File: src/sv/integer_to_roman_numeral_defines.svh
// Assertion macros used by the top-level RTL file.
`ifndef INTEGER_TO_ROMAN_NUMERAL_DEFINES_SVH
`define INTEGER_TO_ROMAN_NUMERAL_DEFINES_SVH

// The antecedent implies the consequent in the same cycle.
`define I2R_ASSERT_SAME(label, ante, cons) \
  label: assert property (@(posedge clk_i) disable iff (!rst_ni) (ante) |-> (cons)) \
    else $error("%m: check failed");

// The antecedent implies the consequent in the next cycle.
`define I2R_ASSERT_NEXT(label, ante, cons) \
  label: assert property (@(posedge clk_i) disable iff (!rst_ni) (ante) |=> (cons)) \
    else $error("%m: check failed");

`endif

File: src/sv/i2r_pkg.sv
package i2r_pkg;

  localparam int unsigned ValueW  = 12;
  localparam int unsigned SymW    = 7;
  localparam int unsigned WeightW = 10;
  localparam int unsigned PcW     = 4;

  localparam logic [SymW-1:0] CharNone = 7'h00;
  localparam logic [SymW-1:0] CharI    = 7'h49;
  localparam logic [SymW-1:0] CharV    = 7'h56;
  localparam logic [SymW-1:0] CharX    = 7'h58;
  localparam logic [SymW-1:0] CharL    = 7'h4C;
  localparam logic [SymW-1:0] CharC    = 7'h43;
  localparam logic [SymW-1:0] CharD    = 7'h44;
  localparam logic [SymW-1:0] CharM    = 7'h4D;

  typedef struct packed {
    logic [WeightW-1:0] weight;
    logic [SymW-1:0]    sym_a;
    logic [SymW-1:0]    sym_b;
    logic               pair;
    logic               rep;
  } ucode_t;

  typedef struct packed {
    logic [SymW-1:0] symbol;
    logic            is_empty;
    logic            last;
  } char_t;

  function automatic ucode_t i2r_rom(input logic [PcW-1:0] pc);
    ucode_t w;
    unique case (pc)
      4'd0:    w = '{weight: 10'd1000, sym_a: CharM, sym_b: CharNone, pair: 1'b0, rep: 1'b1};
      4'd1:    w = '{weight: 10'd900,  sym_a: CharC, sym_b: CharM,    pair: 1'b1, rep: 1'b0};
      4'd2:    w = '{weight: 10'd500,  sym_a: CharD, sym_b: CharNone, pair: 1'b0, rep: 1'b0};
      4'd3:    w = '{weight: 10'd400,  sym_a: CharC, sym_b: CharD,    pair: 1'b1, rep: 1'b0};
      4'd4:    w = '{weight: 10'd100,  sym_a: CharC, sym_b: CharNone, pair: 1'b0, rep: 1'b1};
      4'd5:    w = '{weight: 10'd90,   sym_a: CharX, sym_b: CharC,    pair: 1'b1, rep: 1'b0};
      4'd6:    w = '{weight: 10'd50,   sym_a: CharL, sym_b: CharNone, pair: 1'b0, rep: 1'b0};
      4'd7:    w = '{weight: 10'd40,   sym_a: CharX, sym_b: CharL,    pair: 1'b1, rep: 1'b0};
      4'd8:    w = '{weight: 10'd10,   sym_a: CharX, sym_b: CharNone, pair: 1'b0, rep: 1'b1};
      4'd9:    w = '{weight: 10'd9,    sym_a: CharI, sym_b: CharX,    pair: 1'b1, rep: 1'b0};
      4'd10:   w = '{weight: 10'd5,    sym_a: CharV, sym_b: CharNone, pair: 1'b0, rep: 1'b0};
      4'd11:   w = '{weight: 10'd4,    sym_a: CharI, sym_b: CharV,    pair: 1'b1, rep: 1'b0};
      4'd12:   w = '{weight: 10'd1,    sym_a: CharI, sym_b: CharNone, pair: 1'b0, rep: 1'b1};
      default: w = '{weight: 10'd1,    sym_a: CharI, sym_b: CharNone, pair: 1'b0, rep: 1'b1};
    endcase
    return w;
  endfunction

endpackage

File: src/sv/i2r_seq.sv
module i2r_seq import i2r_pkg::*; (
  input  logic              clk_i,
  input  logic              rst_ni,
  input  logic              start_i,
  input  logic [ValueW-1:0] value_i,
  input  logic              adv_i,
  output logic              busy_o,
  output logic              emit_o,
  output char_t             char_o
);

  logic              busy_q, busy_d;
  logic              zero_q, zero_d;
  logic              half_q, half_d;
  logic [PcW-1:0]    pc_q, pc_d;
  logic [ValueW-1:0] rem_q, rem_d;

  ucode_t            word;
  logic [ValueW-1:0] weight_ext;
  logic [ValueW-1:0] rem_sub;
  logic              hit;

  assign word       = i2r_rom(pc_q);
  assign weight_ext = {{(ValueW-WeightW){1'b0}}, word.weight};
  assign hit        = rem_q >= weight_ext;
  assign rem_sub    = rem_q - weight_ext;

  always_comb begin
    busy_d = busy_q;
    zero_d = zero_q;
    half_d = half_q;
    pc_d   = pc_q;
    rem_d  = rem_q;
    emit_o = 1'b0;
    char_o = '{symbol: CharNone, is_empty: 1'b0, last: 1'b0};
    if (start_i) begin
      busy_d = 1'b1;
      zero_d = (value_i == '0);
      half_d = 1'b0;
      pc_d   = '0;
      rem_d  = value_i;
    end else if (busy_q) begin
      if (zero_q) begin
        char_o = '{symbol: CharNone, is_empty: 1'b1, last: 1'b1};
        emit_o = adv_i;
        if (adv_i) begin
          busy_d = 1'b0;
          zero_d = 1'b0;
        end
      end else if (half_q) begin
        char_o = '{symbol: word.sym_b, is_empty: 1'b0, last: (rem_q == '0)};
        emit_o = adv_i;
        if (adv_i) begin
          half_d = 1'b0;
          pc_d   = pc_q + 1'b1;
          busy_d = (rem_q != '0);
        end
      end else if (hit) begin
        char_o = '{symbol: word.sym_a, is_empty: 1'b0,
                   last: !word.pair && (rem_sub == '0)};
        emit_o = adv_i;
        if (adv_i) begin
          rem_d = rem_sub;
          if (word.pair) begin
            half_d = 1'b1;
          end else begin
            busy_d = (rem_sub != '0);
            if (!word.rep) begin
              pc_d = pc_q + 1'b1;
            end
          end
        end
      end else begin
        pc_d = pc_q + 1'b1;
      end
    end
  end

  always_ff @(posedge clk_i or negedge rst_ni) begin
    if (!rst_ni) begin
      busy_q <= 1'b0;
      zero_q <= 1'b0;
      half_q <= 1'b0;
      pc_q   <= '0;
    end else begin
      busy_q <= busy_d;
      zero_q <= zero_d;
      half_q <= half_d;
      pc_q   <= pc_d;
    end
  end

  always_ff @(posedge clk_i) begin
    rem_q <= rem_d;
  end

  assign busy_o = busy_q;

endmodule

File: src/sv/integer_to_roman_numeral.sv
// Channel   Direction  Handshake                 Payload
// input     in         in_valid_i / in_stall_o   value_i
// output    out        out_valid_o / out_stall_i symbol_o, is_empty_o, last_o
//
// One request is converted at a time; a new one is taken the cycle after the
// previous numeral's last character has entered the output register.
// The sequencer steps a 13-row control table, one row or one character per
// cycle; a character waits while the output is stalled.
// A zero request gives one character flagged empty.
// Reset clears the sequencer's control state and the output valid; no clearing pass is needed.
`include "integer_to_roman_numeral_defines.svh"

module integer_to_roman_numeral import i2r_pkg::*; (
  input  logic              clk_i,
  input  logic              rst_ni,
  input  logic              in_valid_i,
  output logic              in_stall_o,
  input  logic [ValueW-1:0] value_i,
  output logic              out_valid_o,
  input  logic              out_stall_i,
  output logic [SymW-1:0]   symbol_o,
  output logic              is_empty_o,
  output logic              last_o
);

  logic  busy;
  logic  start;
  logic  adv;
  logic  emit;
  char_t char_s;

  logic  out_valid_q, out_valid_d;
  char_t out_char_q;

  assign start = in_valid_i && !busy;
  assign adv   = !out_valid_q || !out_stall_i;

  i2r_seq u_seq (
    .clk_i   (clk_i),
    .rst_ni  (rst_ni),
    .start_i (start),
    .value_i (value_i),
    .adv_i   (adv),
    .busy_o  (busy),
    .emit_o  (emit),
    .char_o  (char_s)
  );

  always_comb begin
    out_valid_d = out_valid_q;
    if (emit) begin
      out_valid_d = 1'b1;
    end else if (!out_stall_i) begin
      out_valid_d = 1'b0;
    end
  end

  always_ff @(posedge clk_i or negedge rst_ni) begin
    if (!rst_ni) begin
      out_valid_q <= 1'b0;
    end else begin
      out_valid_q <= out_valid_d;
    end
  end

  always_ff @(posedge clk_i) begin
    if (emit) begin
      out_char_q <= char_s;
    end
  end

  assign in_stall_o  = busy;
  assign out_valid_o = out_valid_q;
  assign symbol_o    = out_char_q.symbol;
  assign is_empty_o  = out_char_q.is_empty;
  assign last_o      = out_char_q.last;

  `I2R_ASSERT_NEXT(a_busy_after_accept, in_valid_i && !in_stall_o, in_stall_o)
  `I2R_ASSERT_NEXT(a_idle_after_last, emit && char_s.last, !in_stall_o)
  `I2R_ASSERT_SAME(a_emit_needs_room, emit, adv && in_stall_o)
  `I2R_ASSERT_SAME(a_empty_is_last, out_valid_o && is_empty_o,
                   last_o && (symbol_o == CharNone))

endmodule
File: config.mk
export PLATFORM = sky130hd
export DESIGN_NAME = integer_to_roman_numeral
export DESIGN_NICKNAME = d
export VERILOG_FILES = /design/src/sv/i2r_pkg.sv /design/src/sv/i2r_seq.sv /design/src/sv/integer_to_roman_numeral.sv
export VERILOG_INCLUDE_DIRS = /design/src /design/src/sv
export SDC_FILE = /design/constraint.sdc
export NUM_CORES = 1
export LEC_CHECK = 0
export ABC_CLOCK_PERIOD_IN_PS = 4760
export BUFFER_PORTS_ARGS = -buffer_cell sky130_fd_sc_hd__buf_2
export CORE_ASPECT_RATIO = 0.8
export CORE_MARGIN = 5
export CORE_UTILIZATION = 45
export CTS_CLUSTER_SIZE = 8
export DETAILED_ROUTE_END_ITERATION = 8
export PLACE_DENSITY = 0.68
export SYNTH_ARGS = -nofsm -noshare
export SYNTH_HDL_FRONTEND = slang
export SYNTH_SLANG_ARGS = --single-unit
File: constraint.sdc
create_clock -name clk_i -period 4.76 [get_ports clk_i]
set_input_delay 0.238 -clock clk_i [delete_from_list [all_inputs] [get_ports clk_i]]
set_output_delay 0.238 -clock clk_i [all_outputs]
set_load 0.02 [all_outputs]
==> flow_summary.toml <==
[synth]
synthesis.area_sq_um = 2400
ys_ff_latch = 28
syn-num-nets = 317
yosysSeqAreaShare_pct = 33.4
synth_area_leader_cell = "edfxtp_1"
postSynthCellCount = 284
synth_flop_cell = "edfxtp_1"
synth_cell_types = 64
async_flop_share_pct = 28.6
syn_area_per_cell_sq_um = 8.44
yosysWarnings = 0
yosysTopAreaCellShare_pct = 25.1
synth_area_leaders = "edfxtp_1 (25%), dfrtp_1 (8.4%), ha_1 (8.4%)"
synth-edff-count = 20

[routing]
antenna_left = 0
first_iter_violations = 268
firstDrtPassIters = 4
via_per_inst = 6.07
routedWlPerCell_um = 17.3
drc = 0
vias = 2190
drt-total-wl_um = 6240

[final_layout]
antenna_cells = 0
final_layout_size_suffix_gt1_share_pct = 14.4
fin_nets = 333
final_cells = 361
fillers = 481
fin_util_pct = 51.2
area_delta_synth_final_pct = 8.77

[timing]
fmax_mhz = 254
fin_skew_ns = 0.0100
relSlewSlack_pct = 17.9
finalCritPeriodShare_pct = 82.7
hold_violations = 0
tightest_slew_ns = 1.23
finalCriticalPeriod_ns = 3.94
rsz0062_at_grt = "false"
fin_tns_setup_ns = 0
drv_slew = 0
setup_viol = 0

[setup_path]
required_ns = 4.66
crit_arrival_ns = 3.84
cp_max_fo = 12
endpoint_kind = "register"
critPathKind = "register to register"
crit_path_start_kind = "register"

[floorplanning]
die_w_um = 91.6
io_pins = 27
row_count = 23
dieArea_sq_um = 6890
coreArea_sq_um = 5090
die_y_um = 75.3
start_util_pct = 47.0

[grt]
grt_pass1_vias = 1996
grt_pass1_wl_um = 10200
grtUsageTotal_pct = 18.8
grt_max_degree = 22
grt_remaining_overflow = 0
grt_antenna_before_repair = 0

[status]
status = "finished, final reports clean"

[job]
cap_violations = 0

[clock_network]
post_cts_resized = 0
hold_buffers = 1
clock_latency_ns = 0.28
htree_levels = 1
clk_pin_slew_worst_paths_ns = 0.11
cts_sinks = 28
cts.path.max_buffers = 2
cts_tree = "done"
root_buffer = "clkbuf_8"
numCtsBuffers = 3
post_cts_buffers = 0

[placed_design]
io_buffer_count = 25
place.gp.congestion = 0.968
dp_cells = 356
place_hpwl_um = 4850

[worst_hold_path]
hp-class = "input pin to register"
## state kept, by name (all words and copies together) (netlist names)
signal	count
last_o	1
u_seq.half_q	1
u_seq.rem_q	12
out_valid_o	1
u_seq.pc_q	4
is_empty_o	1
symbol_o	6
u_seq.zero_q	1
u_seq.busy_o	1
## critical path: stages (launching register included)
cell	delay (ns)
dfrtp_1	0.52
inv_1	0.19
ha_1	0.31
nor2b_1	0.19
a21oi_1	0.16
nor2_1	0.05
a31oi_1	0.20
ha_1	0.31
a211oi_2	0.08
nor2_1	0.22
o221a_4	0.25
o21ai_2	0.12
o21ai_1	0.95
## cell usage in the layout (no fill, tap or decap), drive strengths merged, types with 7 or more instances in the layout
cell     n
o21ai   23
ha      16
edfxtp  20
buf     25
nand3    7
dfrtp    8
nand2   35
nor2    31
a21o     7
a21oi   34
## cells in the mapped netlist (2+ instances only)
cell	count
nand2_1	35
clkinv_1	2
nand4_1	4
nor3_1	5
a31o_1	2
a211oi_1	4
o21ai_1	6
and2_2	2
o21a_1	2
o21ai_0	15
a211oi_2	2
o21ai_2	2
buf_4	2
a21o_1	7
a21oi_1	34
nand3_1	7
nand2b_1	3
clkbuf_1	9
ha_1	16
inv_1	5
edfxtp_1	20
xor2_1	4
nor4_1	3
nor2_1	31
or3_1	2
dfrtp_1	8
xnor2_1	4
nor2b_1	4
and2_1	4
o31ai_1	4
a31oi_1	2
or4_1	2
## stage by stage
step,area [sq um],hold WS [ns],setup WS [ns]
2_1_floorplan,2400,-0.0576,1.20
3_3_place_gp,2520,0.101,0.976
3_5_place_dp,2520,0.105,0.848
4_1_cts,2610,0.224,0.799
5_1_grt,2610,0.226,0.479
6_report,2610,0.233,0.824
## final timing paths
path	start	endpoint	slack, ns	cells after the start
worst max-delay path	u_seq.pc_q[0]$_DFFE_PN0P_	u_seq.rem_q[8]$_DFFE_PP_	0.82	12
worst min-delay path	value_i[1]	u_seq.rem_q[1]$_DFFE_PP_	0.23	3
worst max register to register	u_seq.pc_q[0]$_DFFE_PN0P_	u_seq.rem_q[8]$_DFFE_PP_	0.82	12
worst min register to register	u_seq.zero_q$_DFFE_PN0P_	u_seq.zero_q$_DFFE_PN0P_	0.61	2
max in group asynchronous	rst_ni	u_seq.zero_q$_DFFE_PN0P_	4.24	2
min in group asynchronous	rst_ni	u_seq.pc_q[1]$_DFFE_PN0P_	0.32	2
## cells by family (layout without fill, tap and decap cells)
logic type,after synthesis,in the layout,share of synthesized area (%)
AND/OR/NAND/NOR,111,111,22.7
AO/OA/AOI/OAI,95,95,26.5
flip-flops,28,28,33.4
buffers and inverters,22,37,4.18
adder cells (fa/ha/maj),17,17,9.19
XOR/XNOR,8,8,2.92
multiplexers,2,2,0.888
other,1,1,0.157
## layout make-up
| type | count | area [sq um] | area share, % |
|---|---|---|---|
| clock buffers | 3 | 41.3 | 1.58 |
| multi-input cells | 234 | 1500 | 57.4 |
| clock inverters | 1 | 30.0 | 1.15 |
| flip-flops and latches | 28 | 801 | 30.7 |
| inverters | 7 | 26.3 | 1.01 |
| well taps | 62 | 77.6 | 2.98 |
| repair buffers | 26 | 135 | 5.18 |
## layer usage
layer  routed length, um  vias to the layer above  track usage, %  share of wire (%)
met1                3040                     1010            28.6                 49
li1                    -                     1077               -                  -
met5                   0                        -               0                  0
met2                2540                       99            28.6                 41
met4                  40                        0            3.01               0.64
met3                 624                        4            3.20                 10
Power is left out: the tool's default activity adds up to more than one toggle a clock period on the data nets, which glitch-free logic cannot reach.
